--- src/fsp_pkg.sv ---
// Shared types and constants of the frame sequence player.
// Used by fsp_cfg, fsp_core and frame_sequence_player; depends on nothing.
package fsp_pkg;

    localparam int unsigned MAX_FRAMES = 1024;
    localparam int unsigned FRAME_W    = $clog2(MAX_FRAMES);
    localparam int unsigned COUNT_W    = FRAME_W + 1;
    localparam int unsigned STEP_W     = 8;
    localparam int unsigned CFG_DATA_W = 11;
    localparam int unsigned CFG_IDX_W  = 1;

    localparam logic [COUNT_W-1:0] FRAME_COUNT_RESET = COUNT_W'(MAX_FRAMES);
    localparam logic [STEP_W-1:0]  FADE_LEN_RESET    = STEP_W'(24);

    // Configuration register indexes.
    localparam logic [CFG_IDX_W-1:0] REG_FRAME_COUNT = CFG_IDX_W'(0);
    localparam logic [CFG_IDX_W-1:0] REG_FADE_LEN    = CFG_IDX_W'(1);

    typedef enum logic [0:0] {
        CMD_TICK    = 1'b0,
        CMD_SET_SEQ = 1'b1
    } command_t;

    typedef enum logic [1:0] {
        SEQ_CIRCULAR = 2'd0,
        SEQ_FLIPFLOP = 2'd1
    } seq_type_t;

    typedef enum logic [1:0] {
        ST_OK            = 2'd0,
        ST_START_AFTER   = 2'd1,
        ST_BAD_TYPE      = 2'd2,
        ST_START_BEYOND  = 2'd3
    } status_t;

    typedef struct packed {
        logic [0:0]         command;
        logic [FRAME_W-1:0] req_start;
        logic [COUNT_W-1:0] req_end;
        logic [1:0]         req_type;
    } in_item_t;

    typedef struct packed {
        logic [FRAME_W-1:0] frame_index;
        logic               blend_active;
        logic [STEP_W-1:0]  blend_step;
        logic               blend_restart;
        logic [1:0]         status;
    } out_item_t;

    // Configuration as seen by the sequencer core.
    typedef struct packed {
        logic [COUNT_W-1:0] eff_count;
        logic [STEP_W-1:0]  fade_len;
    } cfg_t;

endpackage

--- src/fsp_cfg.sv ---
// Configuration registers of the frame sequence player and the clamped
// frame count derived from them. Depends on fsp_pkg.
module fsp_cfg (
    input  logic                               aclk,
    input  logic                               aresetn,
    input  logic                               cfg_wr_en,
    input  logic [fsp_pkg::CFG_IDX_W-1:0]      cfg_index,
    input  logic [fsp_pkg::CFG_DATA_W-1:0]     cfg_wdata,
    output fsp_pkg::cfg_t                      cfg
);

    logic [fsp_pkg::COUNT_W-1:0] frame_count_reg;
    logic [fsp_pkg::STEP_W-1:0]  fade_len_reg;

    always_ff @(posedge aclk) begin
        if (!aresetn) begin
            frame_count_reg <= fsp_pkg::FRAME_COUNT_RESET;
            fade_len_reg    <= fsp_pkg::FADE_LEN_RESET;
        end else if (cfg_wr_en) begin
            case (cfg_index)
                fsp_pkg::REG_FRAME_COUNT: begin
                    frame_count_reg <= cfg_wdata[fsp_pkg::COUNT_W-1:0];
                end
                fsp_pkg::REG_FADE_LEN: begin
                    fade_len_reg <= cfg_wdata[fsp_pkg::STEP_W-1:0];
                end
                default: begin
                end
            endcase
        end
    end

    // Zero acts as one frame; anything above the store size acts as the store size.
    always_comb begin
        if (frame_count_reg > fsp_pkg::COUNT_W'(fsp_pkg::MAX_FRAMES)) begin
            cfg.eff_count = fsp_pkg::COUNT_W'(fsp_pkg::MAX_FRAMES);
        end else if (frame_count_reg == '0) begin
            cfg.eff_count = fsp_pkg::COUNT_W'(1);
        end else begin
            cfg.eff_count = frame_count_reg;
        end
        cfg.fade_len = fade_len_reg;
    end

endmodule

--- src/fsp_core.sv ---
// Sequencer state and the single-pass step logic for one item.
// Depends on fsp_pkg.
module fsp_core (
    input  logic               aclk,
    input  logic               aresetn,
    input  logic               step_en,
    input  fsp_pkg::in_item_t  item,
    input  fsp_pkg::cfg_t      cfg,
    output fsp_pkg::out_item_t result
);

    logic [fsp_pkg::FRAME_W-1:0] current_frame_reg, current_frame_next;
    logic                        backward_reg, backward_next;
    logic                        blending_reg, blending_next;
    logic [fsp_pkg::STEP_W-1:0]  blend_counter_reg, blend_counter_next;
    logic [fsp_pkg::FRAME_W-1:0] seq_first_reg, seq_first_next;
    logic [fsp_pkg::COUNT_W-1:0] seq_last_reg, seq_last_next;
    logic                        flip_mode_reg, flip_mode_next;

    logic [fsp_pkg::STEP_W:0]    counter_inc;
    logic [fsp_pkg::COUNT_W-1:0] cur_wide;
    logic [fsp_pkg::COUNT_W-1:0] step_frame;
    logic                        at_end;
    logic [fsp_pkg::FRAME_W-1:0] wrap_target;
    logic [1:0]                  set_status;

    always_comb begin
        current_frame_next = current_frame_reg;
        backward_next      = backward_reg;
        blending_next      = blending_reg;
        blend_counter_next = blend_counter_reg;
        seq_first_next     = seq_first_reg;
        seq_last_next      = seq_last_reg;
        flip_mode_next     = flip_mode_reg;

        counter_inc = {1'b0, blend_counter_reg} + (fsp_pkg::STEP_W+1)'(1);
        cur_wide    = {1'b0, current_frame_reg};
        step_frame  = '0;
        at_end      = 1'b0;
        wrap_target = (seq_last_reg != '0) ? seq_first_reg : '0;
        set_status  = fsp_pkg::ST_OK;

        result.frame_index   = current_frame_reg;
        result.blend_active  = blending_reg;
        result.blend_step    = blend_counter_reg;
        result.blend_restart = 1'b0;
        result.status        = fsp_pkg::ST_OK;

        if (item.command == fsp_pkg::CMD_SET_SEQ) begin
            // Checks run in priority order; the first failure wins.
            if ({1'b0, item.req_start} > item.req_end) begin
                set_status = fsp_pkg::ST_START_AFTER;
            end else if (item.req_type > fsp_pkg::SEQ_FLIPFLOP) begin
                set_status = fsp_pkg::ST_BAD_TYPE;
            end else if ({1'b0, item.req_start} >= cfg.eff_count) begin
                set_status = fsp_pkg::ST_START_BEYOND;
            end
            result.status = set_status;
            if (set_status == fsp_pkg::ST_OK) begin
                seq_first_next       = item.req_start;
                seq_last_next        = item.req_end;
                flip_mode_next       = (item.req_type == fsp_pkg::SEQ_FLIPFLOP);
                backward_next        = 1'b0;
                blending_next        = 1'b1;
                blend_counter_next   = '0;
                current_frame_next   = item.req_start;
                result.frame_index   = item.req_start;
                result.blend_active  = 1'b1;
                result.blend_step    = '0;
                result.blend_restart = 1'b1;
            end
        end else begin
            if (blending_reg) begin
                if (counter_inc >= {1'b0, cfg.fade_len}) begin
                    blending_next      = 1'b0;
                    blend_counter_next = '0;
                end else begin
                    blend_counter_next = counter_inc[fsp_pkg::STEP_W-1:0];
                end
            end

            if (!backward_reg) begin
                step_frame = cur_wide + fsp_pkg::COUNT_W'(1);
                at_end = (step_frame >= cfg.eff_count) ||
                         ((seq_last_reg != '0) && (step_frame >= seq_last_reg));
            end else if (current_frame_reg == '0) begin
                // Stepping back from frame zero counts as reaching the end.
                step_frame = '0;
                at_end     = 1'b1;
            end else begin
                step_frame = cur_wide - fsp_pkg::COUNT_W'(1);
                at_end = (step_frame < {1'b0, seq_first_reg}) ||
                         (step_frame >= cfg.eff_count);
            end

            if (at_end) begin
                if (flip_mode_reg) begin
                    backward_next = !backward_reg;
                end else begin
                    if (wrap_target != current_frame_reg) begin
                        blending_next        = 1'b1;
                        blend_counter_next   = '0;
                        result.blend_restart = 1'b1;
                    end
                    current_frame_next = wrap_target;
                end
            end else begin
                current_frame_next = step_frame[fsp_pkg::FRAME_W-1:0];
            end
        end
    end

    always_ff @(posedge aclk) begin
        if (!aresetn) begin
            current_frame_reg <= '0;
            backward_reg      <= 1'b0;
            blending_reg      <= 1'b0;
            blend_counter_reg <= '0;
            seq_first_reg     <= '0;
            seq_last_reg      <= '0;
            flip_mode_reg     <= 1'b1;
        end else if (step_en) begin
            current_frame_reg <= current_frame_next;
            backward_reg      <= backward_next;
            blending_reg      <= blending_next;
            blend_counter_reg <= blend_counter_next;
            seq_first_reg     <= seq_first_next;
            seq_last_reg      <= seq_last_next;
            flip_mode_reg     <= flip_mode_next;
        end
    end

    // The counter only runs during a cross-fade.
    a_counter_idle: assert property (@(posedge aclk) disable iff (!aresetn)
        !blending_reg |-> blend_counter_reg == '0)
        else $error("blend counter nonzero outside a cross-fade");

    // A restart always opens a fresh cross-fade.
    a_restart_blend: assert property (@(posedge aclk) disable iff (!aresetn)
        step_en && result.blend_restart |=> blending_reg && blend_counter_reg == '0)
        else $error("restart did not open a cross-fade");

    // An accepted sequence request moves the current frame to its start.
    a_set_loads: assert property (@(posedge aclk) disable iff (!aresetn)
        step_en && item.command == fsp_pkg::CMD_SET_SEQ && result.status == fsp_pkg::ST_OK
        |=> current_frame_reg == $past(item.req_start) && !backward_reg)
        else $error("accepted set did not load the start frame");

    // A rejected request leaves the frame untouched.
    a_reject_holds: assert property (@(posedge aclk) disable iff (!aresetn)
        step_en && item.command == fsp_pkg::CMD_SET_SEQ && result.status != fsp_pkg::ST_OK
        |=> $stable(current_frame_reg))
        else $error("rejected set changed the current frame");

endmodule

--- src/frame_sequence_player.sv ---
// Frame sequence player (top level): frame address sequencer for stored animation
// playback. Depends on fsp_pkg, fsp_cfg and fsp_core.
//
// Each transfer on the s_ channel is either a tick, which reports the frame and
// cross-fade state to show now and then advances the sequence, or a set-sequence
// request, which is checked and, if valid, loads a new start, end and mode and
// opens a cross-fade into the start frame. Every input transfer produces exactly
// one result transfer on the m_ channel, in order. The block sustains one item
// per clock cycle while the consumer accepts results: an item is captured in
// an input register, the step logic of the sequencer core evaluates it against
// the sequencer state, and the result lands in an output register while the
// state updates. A result thus passes the input register and then the output
// register before it is offered on the m_ channel. The s_ready signal follows the
// output register's readiness combinationally, so a stalled consumer holds off
// new input after at most the two items already in flight. Configuration
// registers (frame count at index 0, blend duration at index 1) are written
// through cfg_wr_en and should only be changed while no items are in flight.
module frame_sequence_player (
    input  logic                           aclk,
    input  logic                           aresetn,

    input  logic                           s_valid,
    output logic                           s_ready,
    input  fsp_pkg::in_item_t              s_data,

    output logic                           m_valid,
    input  logic                           m_ready,
    output fsp_pkg::out_item_t             m_data,

    input  logic                           cfg_wr_en,
    input  logic [fsp_pkg::CFG_IDX_W-1:0]  cfg_index,
    input  logic [fsp_pkg::CFG_DATA_W-1:0] cfg_wdata
);

    logic               in_valid_reg;
    fsp_pkg::in_item_t  in_data_reg;
    logic               out_valid_reg;
    fsp_pkg::out_item_t out_data_reg;

    logic               advance;
    fsp_pkg::cfg_t      cfg;
    fsp_pkg::out_item_t step_result;

    // The held item moves to the output register whenever that slot is free
    // or is being emptied in the same cycle.
    assign advance = in_valid_reg && (!out_valid_reg || m_ready);
    assign s_ready = !in_valid_reg || advance;
    assign m_valid = out_valid_reg;
    assign m_data  = out_data_reg;

    fsp_cfg u_cfg (
        .aclk      (aclk),
        .aresetn   (aresetn),
        .cfg_wr_en (cfg_wr_en),
        .cfg_index (cfg_index),
        .cfg_wdata (cfg_wdata),
        .cfg       (cfg)
    );

    fsp_core u_core (
        .aclk    (aclk),
        .aresetn (aresetn),
        .step_en (advance),
        .item    (in_data_reg),
        .cfg     (cfg),
        .result  (step_result)
    );

    always_ff @(posedge aclk) begin
        if (!aresetn) begin
            in_valid_reg <= 1'b0;
        end else if (s_ready) begin
            in_valid_reg <= s_valid;
        end
    end

    always_ff @(posedge aclk) begin
        if (s_valid && s_ready) begin
            in_data_reg <= s_data;
        end
    end

    always_ff @(posedge aclk) begin
        if (!aresetn) begin
            out_valid_reg <= 1'b0;
        end else if (advance) begin
            out_valid_reg <= 1'b1;
        end else if (m_ready) begin
            out_valid_reg <= 1'b0;
        end
    end

    always_ff @(posedge aclk) begin
        if (advance) begin
            out_data_reg <= step_result;
        end
    end

    // A captured input item always reaches the input register.
    a_capture: assert property (@(posedge aclk) disable iff (!aresetn)
        s_valid && s_ready |=> in_valid_reg)
        else $error("accepted transfer was not captured");

    // A stepped item always yields a pending result.
    a_result: assert property (@(posedge aclk) disable iff (!aresetn)
        advance |=> out_valid_reg)
        else $error("stepped item produced no result");

    // The step never runs while the output slot is occupied and stalled.
    a_no_overwrite: assert property (@(posedge aclk) disable iff (!aresetn)
        out_valid_reg && !m_ready |-> !advance)
        else $error("result overwritten while stalled");

endmodule
--- config.mk ---
export PLATFORM = sky130hd
export DESIGN_NAME = frame_sequence_player
export DESIGN_NICKNAME = d
export VERILOG_FILES = /design/src/fsp_pkg.sv /design/src/fsp_cfg.sv /design/src/fsp_core.sv /design/src/frame_sequence_player.sv
export SDC_FILE = /design/constraint.sdc
export NUM_CORES = 1
export LEC_CHECK = 0
export BUFFER_PORTS_ARGS = -buffer_cell sky130_fd_sc_hd__buf_2
export CORE_AREA = 2 2 96 144
export DETAILED_ROUTE_END_ITERATION = 8
export DIE_AREA = 0 0 98 146
export PLACE_DENSITY = 0.72
export SLEW_MARGIN = 0
export SYNTH_ARGS = -nofsm -noshare
export SYNTH_HDL_FRONTEND = slang
export SYNTH_HIERARCHICAL = 1
export SYNTH_SLANG_ARGS = --single-unit
--- constraint.sdc ---
create_clock -name aclk -period 6.3 [get_ports aclk]
set_input_delay 0 -clock aclk [delete_from_list [all_inputs] [get_ports aclk]]
set_output_delay 0 -clock aclk [all_outputs]
set_load 0.02 [all_outputs]
==> results of run 1 <==
area by class of cell:
type | count | area (um2) | area share
clock buffer | 10 | 229 | 0.0290
timing repair buffer | 105 | 721 | 0.0912
clock inverter | 6 | 70.1 | 0.00886
inverter | 59 | 221 | 0.0280
sequential | 109 | 2640 | 0.334
antenna | 1 | 2.50 | 0.000317
tap | 159 | 199 | 0.0252
multi-input combinational | 533 | 3820 | 0.483
cells in the final DEF, fill, tap and decap left out, types with 15 or more instances in the layout:
cell type        n
nand2_1        119
o21ai_0         15
a21boi_1        17
a21oi_1         42
mux2_2          15
ha_1            72
nand3_1         22
dfxtp_1         63
nor2_1          23
nor2b_1         16
buf_2           64
edfxtp_1        46
inv_1           58
dlygate4sd3_1   37
cell usage after synthesis, drive strengths merged, types with 15 or more instances:
master | count | area share
a21boi | 20 | 0.022
nand2 | 119 | 0.065
clkbuf | 15 | 0.0082
dfxtp | 63 | 0.18
a21oi | 43 | 0.032
o21ai | 17 | 0.013
buf | 15 | 0.014
edfxtp | 46 | 0.20
nor2 | 23 | 0.013
ha | 72 | 0.13
nor2b | 18 | 0.018
nand3 | 23 | 0.018
inv | 59 | 0.032
mux2 | 15 | 0.025
and3 | 15 | 0.015
how the worst max path moves through the flow:
stage,cells past startpoint,slack [ps],endpoint,start
3_5_place_dp,12,2130,u_core/current_frame_reg[5],u_core/current_frame_reg[4]
2_1_floorplan,16,2810,u_core/current_frame_reg[4],u_core/current_frame_reg[0]
5_1_grt,12,1830,u_core/current_frame_reg[5],u_core/current_frame_reg[0]
3_3_place_gp,13,2230,u_core/current_frame_reg[7],u_core/current_frame_reg[4]
4_1_cts,13,2060,u_core/current_frame_reg[5],u_core/current_frame_reg[4]
6_report,13,1980,u_core/current_frame_reg[5],u_core/current_frame_reg[4]
routing by layer:
| metal | share of wire | track usage | up-vias |
|---|---|---|---|
| li1 | - | - | 2784 |
| met2 | 0.53 | 0.485 | 214 |
| met3 | 0.039 | 0.0283 | 63 |
| met4 | 0.055 | 0.142 | 0 |
| met1 | 0.38 | 0.310 | 2822 |
| met5 | 0 | 0 | - |
logic make-up after synthesis:
| logic type | count (synthesis) | synth area share |
|---|---|---|
| buffers and inverters | 89 | 0.0543 |
| multiplexers | 23 | 0.0365 |
| flip-flops | 109 | 0.387 |
| AO/OA/AOI/OAI | 156 | 0.167 |
| AND/OR/NAND/NOR | 259 | 0.194 |
| adder cells (fa/ha/maj) | 72 | 0.132 |
| XOR/XNOR | 23 | 0.0295 |
metrics by stage:
stage	worst slack [ps]	instance area, um2
finish	1980	7910
floorplan	2810	6830
detailed placement	2130	7230
CTS	2060	7900
global placement	2230	7230
global route	1830	7910
worst min-delay path, delay by kind of cell:
| kind | cells | cell delay [ps] |
|---|---|---|
| buffers and inverters | 1 | 110 |
| and+or+nand+nor | 1 | 50 |
| AOI/OAI and AO/OA | 1 | 160 |
power by group through the flow:
| stage | sequential, uW | combinational, uW | clock [uW] |
|---|---|---|---|
| 2_1_floorplan | 811 | 281 | 0 |
| 6_report | 808 | 408 | 582 |
| 3_3_place_gp | 823 | 373 | 0 |
| 5_1_grt | 812 | 447 | 619 |
| 4_1_cts | 808 | 401 | 587 |
| 3_5_place_dp | 824 | 381 | 0 |
repair_timing:
item                                    4_1_cts  5_1_grt
endpoints found under the setup margin        0        0
hold buffers                                 37        0
hold endpoints to repair                     44        0
==> run summary, run 1 <==
Status: finished, final reports clean
WHS Path Cells: 3
FF-to-FF path depth: 13
CP max stage delay: 630 ps
WS Path Type: flip-flop to flip-flop
Hold_ws: 18.9 ps
Worst r2r src: u_core/current_frame_reg[4]
Share of cells above drive strength 1: 0.156
Syn-to-layout area delta: 15.8%
Post-cts gate resize count: 0
DP HPWL: 14400 um
Mapped cell area: 6830 um2
Fin crit share: 0.686
CP endpoint kind: flip-flop
# nets final: 930
Comb power frac: 0.227
Total track usage: 0.269
Hold crit path type: input port to flip-flop
Syn_nets: 844
Crit path max-delay family: simple AND/OR/NAND/NOR gates
R2R Path End: u_core/current_frame_reg[5]
CTS sink cnt: 109
Sw Ratio: 0.302
Final Util: 0.610
Ys async rst share: 0
Worst skew pair latency: 350 ps
R2R Setup Slk: 1980 ps
Synth Flop Type: dfxtp_1
Wirelength per Cell: 19.9 um
Starting Density: 0.527
Sum Neg Setup Slack: 0 ps
H-tree levels: 3
Die X: 98 um
Internal power of the cells: 1250 uW
Final Slew Violations: 0
Period minus WS final: 4320 ps
DR pass1 iterations: 8
Final Power: 1800 uW
TritonCTS Buffers: 9
CTS tree: yes
Sequential power share: 0.449
Root Driver: clkbuf_16
Postcts setup bufs: 0
Post-route ant nets: 0
Routed WL: 19500 um
Worst-path fanout max: 17
Final hold vios: 0
Max Clock Freq: 0.231 GHz
Clk pin slew, worst setup/hold paths: 70 ps
Hold Startpoint: m_ready
Worst-path cell chain: and3_1 > and3_1 > nand3_1 > xnor2_1 > ha_1 > a21oi_1 > nor2b_1 > o311ai_0 > o311a_1 > a22oi_4 > and3b_1 > nor3_2 > a22o_1
Number of global-route vias before repair: 5603
Seq/Total Area, Yosys: 0.387
Iter 0 DRT Violations: 508
Final Non-Filler Cells: 982
DIE AREA: 14300 um2
RePlAce Congestion: 1.01
Power density cells: 227 nW/um2
Arr. time, crit path: 4610 ps
Ys Warns: 6
Slowest stage cell, crit path: dfxtp_1
Placed cells: 928
Net Sw Power: 544 uW
Via count: 5883
Clock share of power: 0.323
Fillers: 1073
Unrepaired setup endpoints after global routing: false
Largest net degree at the start of global routing: 38
Worst Hold End: m_valid
Least-Margin Pin Slew: 1170 ps
Syn Area/Cell: 9.34 um2
Num ports: 65
Drt drc: 0
Port bufs: 64
FP Rows: 51
First-pass GRT wire length: 30000 um
Die H: 146 um
Maximum clock insertion buffer count: 2
EDFF count, synth: 46
Worst path bufs/invs: 0
Number of max-cap violations: 0
Critical path startpoint category: flip-flop
Pleak: 0.00334 uW
Synth Instances: 731
Setup-failing EPs final: 0
Most used cell, CP: and3_1
Count of cell types in the netlist: 78
Critical Path RT: 6590 ps
Avg Vias per Cell: 5.99
Initial antenna violation count: 1
Rel. slew slack: 0.216
Clk_skew: 12.4 ps
Total gr overflow: 0
IR Drop Worst-Case VDD: 0.155 mV
Max reg flops: 24
CORE AREA: 13000 um2
Seq cells post-synth: 109
Note: power is estimated with default switching activity, not from simulation.
==> inputs of run 2 (changes only) <==
==> constraint.sdc (replaced) <==
create_clock -name aclk -period 4.45 [get_ports aclk]
set_input_delay 0 -clock aclk [delete_from_list [all_inputs] [get_ports aclk]]
set_output_delay 0 -clock aclk [all_outputs]
set_load 0.02 [all_outputs]
==> run summary, run 2 (same netlist as run 1, synthesis figures left out) <==
Sum Neg Setup Slack: 0 ps (unchanged)
Syn-to-layout area delta: 17.3%
Root Driver: clkbuf_16
DR pass1 iterations: 6 (-2)
DIE AREA: 14300 um2 (unchanged)
Area of the multi-input gates: 3820 um2 (unchanged)
Fillers: 1115 (+3.9%)
Power density cells: 322 nW/um2 (+42%)
Port bufs: 64 (unchanged)
First-pass GRT wire length: 30300 um (+0.90%)
Post-cts gate resize count: 0 (unchanged)
Die X: 98 um (unchanged)
CTS sink cnt: 109 (unchanged)
Clk pin slew, worst setup/hold paths: 70 ps (about the same)
DP HPWL: 14300 um (-1.1%)
Iter 0 DRT Violations: 454 (-11%)
Total track usage: 0.269 (about the same)
Number of max-cap violations: 0 (unchanged)
Largest net degree at the start of global routing: 38 (unchanged)
IR Drop Worst-Case VDD: 0.260 mV (+68%)
Fin crit share: 0.895 (+0.209)
# diodes: 0 (-1)
Max Clock Freq: 0.251 GHz (+8.6%)
Placement Cell Area: 7290 um2 (+0.73%)
WS Path Type: flip-flop to flip-flop
Rel. slew slack: 0.428 (+0.212)
Clk_skew: 8.85 ps (-3.51 ps)
Routed WL: 19000 um (-2.7%)
Drt drc: 0 (unchanged)
Initial antenna violation count: 0 (-1)
Hold crit path type: input port to flip-flop
Avg Vias per Cell: 5.93 (-1.0%)
Via count: 5881 (-0.034%)
Pleak: 0.00340 uW (+1.9%)
Die H: 146 um (unchanged)
Arr. time, crit path: 4280 ps (-330 ps)
Least-Margin Pin Slew: 849 ps (-323 ps)
Most common cell after layout, fill and taps aside: nand2_1
Critical Path RT: 4750 ps (-1840 ps)
RePlAce Congestion: 0.973 (-3.7%)
Critical path startpoint category: flip-flop
Post-route ant nets: 0 (unchanged)
FP Rows: 51 (unchanged)
Starting Density: 0.527 (unchanged)
Storage cell area: 2640 um2 (unchanged)
CP endpoint kind: flip-flop
Setup-failing EPs final: 0 (unchanged)
Final Power: 2580 uW (+43%)
Worst skew pair latency: 350 ps (about the same)
Period minus WS final: 3980 ps (-341 ps)
Maximum clock insertion buffer count: 2 (unchanged)
H-tree levels: 3 (unchanged)
Final hold vios: 0 (unchanged)
Num ports: 65 (unchanged)
CTS tree: yes
Max reg flops: 24 (unchanged)
Hold_ws: 26.0 ps (+7.09 ps)
Total gr overflow: 0 (unchanged)
TritonCTS Buffers: 9 (unchanged)
Status: finished, final reports clean
CORE AREA: 13000 um2 (unchanged)
Worst-path fanout max: 9 (-8)
# nets final: 941 (+1.2%)
Unrepaired setup endpoints after global routing: false
Number of global-route vias before repair: 5909 (+5.5%)
Final Slew Violations: 0 (unchanged)
Share of cells above drive strength 1: 0.168 (+0.0123)
Most frequent cells in the layout: 119 x nand2_1, 72 x ha_1, 64 x buf_2
Wirelength per Cell: 19.2 um (-3.7%)
Final Cell Area: 8010 um2 (+1.3%)
-- run 2: cell types whose count changed in the layout (fill, tap and decap cells not counted) --
cell      delta
buf_12       +1
clkinv_2     -1
buf_4       +10
clkbuf_1     -1
clkinv_4     +2
diode_2      -1
-- run 2: repair_timing --
item,in CTS,in global routing
setup endpoints to repair,0,9
hold buffers,37,0
buffers inserted,0,4
hold endpoints to repair,44,0
-- run 2: per-stage QoR --
stage	util	setup WS, ps	cells
floorplan	-	958	731
global placement	0.562	568	935
detailed placement	0.562	435	935
CTS	0.615	384	988
global route	0.618	192	992
finish	0.618	468	992
-- run 2: worst max-delay path, cell delays in order (launching register included) --
cell and delay (ps):
dfxtp_1 400, inv_1 130, ha_1 180, nor3b_2 340, nand2_1 160, nor3_1 190
xor2_1 330, ha_1 300, nand3_1 110, and4b_1 200, nor4b_1 440, a22oi_4 160
buf_12 190, a211oi_4 360, and3_4 300, a22o_1 140
-- run 2: area by class of cell --
class / count / area share
timing repair buffer: 116 / 0.102
multi-input combinational: 533 / 0.477
sequential: 109 / 0.330
clock buffer: 9 / 0.0281
inverter: 59 / 0.0277
clock inverter: 7 / 0.0103
tap: 159 / 0.0248
-- run 2: metal layers --
layer  global-route usage  share of wire  up-vias
li1                     -              -     2811
met1                0.293           0.38     2857
met2                0.500           0.54      163
met3               0.0370          0.039       50
met4                0.136          0.045        0
met5                    0              0        -
-- run 2: worst paths after layout --
| kind | from | end | slack, ps | cells after the start |
|---|---|---|---|---|
| worst min-delay path | m_ready | m_valid | 30 | 3 |
| worst max register to register | u_core/current_frame_reg[1] | u_core/blend_counter_reg[0] | 470 | 15 |
| worst min register to register | u_cfg/frame_count_reg[0] | u_cfg/frame_count_reg[0] | 470 | 2 |
| worst max-delay path | u_core/current_frame_reg[1] | u_core/blend_counter_reg[0] | 470 | 15 |
-- run 2: power by group --
group | internal (uW) | switching (uW) | total [uW]
logic | 272 | 344 | 616
clock network | 444 | 378 | 823
registers | 1090 | 50.8 | 1140
==> inputs of run 3 (changes only) <==
--- a/config.mk
+++ b/config.mk
@@ -9,7 +9,7 @@
 export CORE_AREA = 2 2 96 144
 export DETAILED_ROUTE_END_ITERATION = 8
 export DIE_AREA = 0 0 98 146
-export PLACE_DENSITY = 0.72
+export PLACE_DENSITY = 0.74
 export SLEW_MARGIN = 0
 export SYNTH_ARGS = -nofsm -noshare
 export SYNTH_HDL_FRONTEND = slang
==> constraint.sdc (replaced) <==
create_clock -name aclk -period 3.25 [get_ports aclk]
set_input_delay 0 -clock aclk [delete_from_list [all_inputs] [get_ports aclk]]
set_output_delay 0 -clock aclk [all_outputs]
set_load 0.05 [all_outputs]
==> run summary, run 3 (same netlist as run 1, synthesis figures left out) <==
Drt drc: 0 (unchanged)
Pre-CTS WS: -248 ps (-684 ps)
Rel. slew slack: 0.437 (+0.00922)
# diodes: 0 (unchanged)
Initial antenna violation count: 0 (unchanged)
Sw Ratio: 0.314 (+0.0137)
Routed WL: 21300 um (+12%)
Worst r2r src: u_core/current_frame_reg[0]
TritonCTS Buffers: 9 (unchanged)
Hold Startpoint: m_ready
Final hold vios: 0 (unchanged)
Sequential power share: 0.410 (-0.032)
Post-route ant nets: 0 (unchanged)
CTS sink cnt: 109 (unchanged)
PnR worst setup slack: -146 ps (-614 ps)
H-tree levels: 3 (unchanged)
Number of max-cap violations: 0 (unchanged)
FP Rows: 51 (unchanged)
Hold crit path type: input port to flip-flop
FF-to-FF path depth: 16 (+1)
Worst-path fanout max: 8 (-1)
Port bufs: 64 (unchanged)
Most frequent cells in the layout: 117 x nand2_1, 69 x ha_1, 64 x buf_2
IR Drop Worst-Case VDD: 0.308 mV (+19%)
First-pass GRT wire length: 33600 um (+11%)
Via count: 6302 (+7.2%)
Starting Density: 0.527 (unchanged)
DR pass1 iterations: 6 (unchanged)
Critical path startpoint category: flip-flop
Final Power: 3790 uW (+47%)
Net Sw Power: 1190 uW (+54%)
Worst setup path startpoint: u_core/current_frame_reg[0]
Unrepaired setup endpoints after global routing: true
Die X: 98 um (unchanged)
Syn-to-layout area delta: 26.6%
Most common cell after layout, fill and taps aside: nand2_1
Number of global-route vias before repair: 6680 (+13%)
Least-Margin Pin Slew: 844 ps (-4.55 ps)
Die H: 146 um (unchanged)
Placed cells: 977 (+4.5%)
Final Non-Filler Cells: 1038 (+4.6%)
Largest net degree at the start of global routing: 37 (-2.6%)
GR Util met1: 0.303 (+0.00989)
Clk_skew: 17.0 ps (+8.19 ps)
Slowest stage cell, crit path: dfxtp_4
CTS tree: yes
WHS Path Cells: 3 (unchanged)
Total gr overflow: 0 (unchanged)
Met2 global-route usage: 0.539 (+0.0384)
Worst-path cell chain: inv_4 > ha_4 > nor3b_4 > nand2_2 > nor3_4 > xor2_2 > ha_4 > a21o_1 > a21oi_2 > o22a_1 > o21ai_2 > a22oi_4 > buf_6 > mux2i_1 > mux2_2 > a22o_1
Share of cells above drive strength 1: 0.263 (+0.0947)
Failing checks: setup timing
Arr. time, crit path: 3640 ps (-640 ps)
Max Clock Freq: 0.294 GHz (+17%)
Max reg flops: 24 (unchanged)
Met3 Resource Use GR: 0.0495 (+0.0125)
Power density cells: 438 nW/um2 (+36%)
DP HPWL: 15000 um (+5.3%)
Wirelength per Cell: 20.5 um (+7.0%)
# nets final: 987 (+4.9%)
Clk pin slew, worst setup/hold paths: 80 ps (about the same)
Comb power frac: 0.294 (+0.055)
Period minus WS final: 3400 ps (-586 ps)
R2R Path End: u_core/current_frame_reg[5]
GR peak layer: met2
Num ports: 65 (unchanged)
Avg Vias per Cell: 6.07 (+2.4%)
WS Path Type: flip-flop to flip-flop
Setup-failing EPs final: 19 (+19)
Worst skew pair latency: 360 ps (about the same)
CORE AREA: 13000 um2 (unchanged)
Fillers: 1007 (-9.7%)
Status: finished, violations left
Most used cell, CP: ha_4
Critical Path RT: 3490 ps (-1260 ps)
R2R Setup Slk: -150 ps (-610 ps)
Total track usage: 0.297 (+0.0274)
Clock share of power: 0.296 (-0.023)
RePlAce Congestion: 1.01 (+3.7%)
Final Slew Violations: 0 (unchanged)
Maximum clock insertion buffer count: 2 (unchanged)
DIE AREA: 14300 um2 (unchanged)
Pleak: 0.00370 uW (+8.6%)
CP max stage delay: 380 ps (-60 ps)
Root Driver: clkbuf_16
Fin crit share: 1.04 (+0.150)
CP endpoint kind: flip-flop
Iter 0 DRT Violations: 470 (+3.5%)
Internal power of the cells: 2600 uW (+44%)
Worst Hold End: in_valid_reg
[run 3: changes by cell type in the layout (fill, tap and decap cells not counted), sizes merged]
| cell | change |
|---|---|
| inv | -1 |
| clkinv | -2 |
| clkbuf | +2 |
| buf | +47 |
| clkinvlp | +1 |
| dlygate4sd3 | -1 |
[run 3: stage by stage]
stage | util | area, um2 | TNS (ps) | hold WS [ps]
6_report | 0.667 | 8640 | -1970 | 4.46
5_1_grt | 0.667 | 8640 | -4560 | 23.4
4_1_cts | 0.659 | 8530 | -256 | 2.43
3_5_place_dp | 0.592 | 7670 | -2450 | 179
3_3_place_gp | 0.592 | 7670 | -1580 | 178
2_1_floorplan | - | 6910 | -454 | 98.9
[run 3: what timing repair did]
item	in CTS	in global routing
setup endpoints to repair	19	41
resized for setup	37	12
hold buffers	36	0
endpoints found under the hold margin	44	0
setup buffers	6	3
pin swaps	24	17
[run 3: how the worst max path moves through the flow]
| stage | endpoint | slack [ps] | cells past startpoint |
|---|---|---|---|
| 2_1_floorplan | u_core/current_frame_reg[4] | -50 | 16 |
| 3_3_place_gp | u_core/current_frame_reg[7] | -150 | 13 |
| 3_5_place_dp | u_core/current_frame_reg[7] | -250 | 16 |
| 4_1_cts | u_core/current_frame_reg[7] | -40 | 16 |
| 5_1_grt | u_core/current_frame_reg[1] | -260 | 16 |
| 6_report | u_core/current_frame_reg[5] | -150 | 16 |
[run 3: layer usage]
layer	wire [um]	vias to the layer above
li1	-	2902
met3	1110	115
met4	1660	0
met5	0	-
met2	11200	276
met1	7310	3009
[run 3: area by class of cell]
cell class	instances	area [um2]	area share
Multi-Input combinational cell	533	4100	0.474
Sequential cell	109	2650	0.307
Timing Repair Buffer	162	1170	0.136
Clock buffer	11	233	0.0269
Inverter	59	224	0.0259
Tap cell	159	199	0.0230
Clock inverter	5	61.3	0.00710
[run 3: critical path: cells and delay by family, from the launching register on]
kind            cells  cell delay, ps
buf+inv             2             270
flops               1             380
fa+ha+maj           2             360
compound gates      6            1120
xor+xnor            1             250
simple gates        3             550
mux                 2             360
[run 3: power groups by stage]
stage                     clock (uW)  sequential [uW]  combinational [uW]
after global routing            1170             1560                1190
after floorplan                    0             1610                 570
after detailed placement           0             1580                 910
after CTS                       1120             1550                1030
final                           1120             1550                1110
after global placement             0             1580                 874
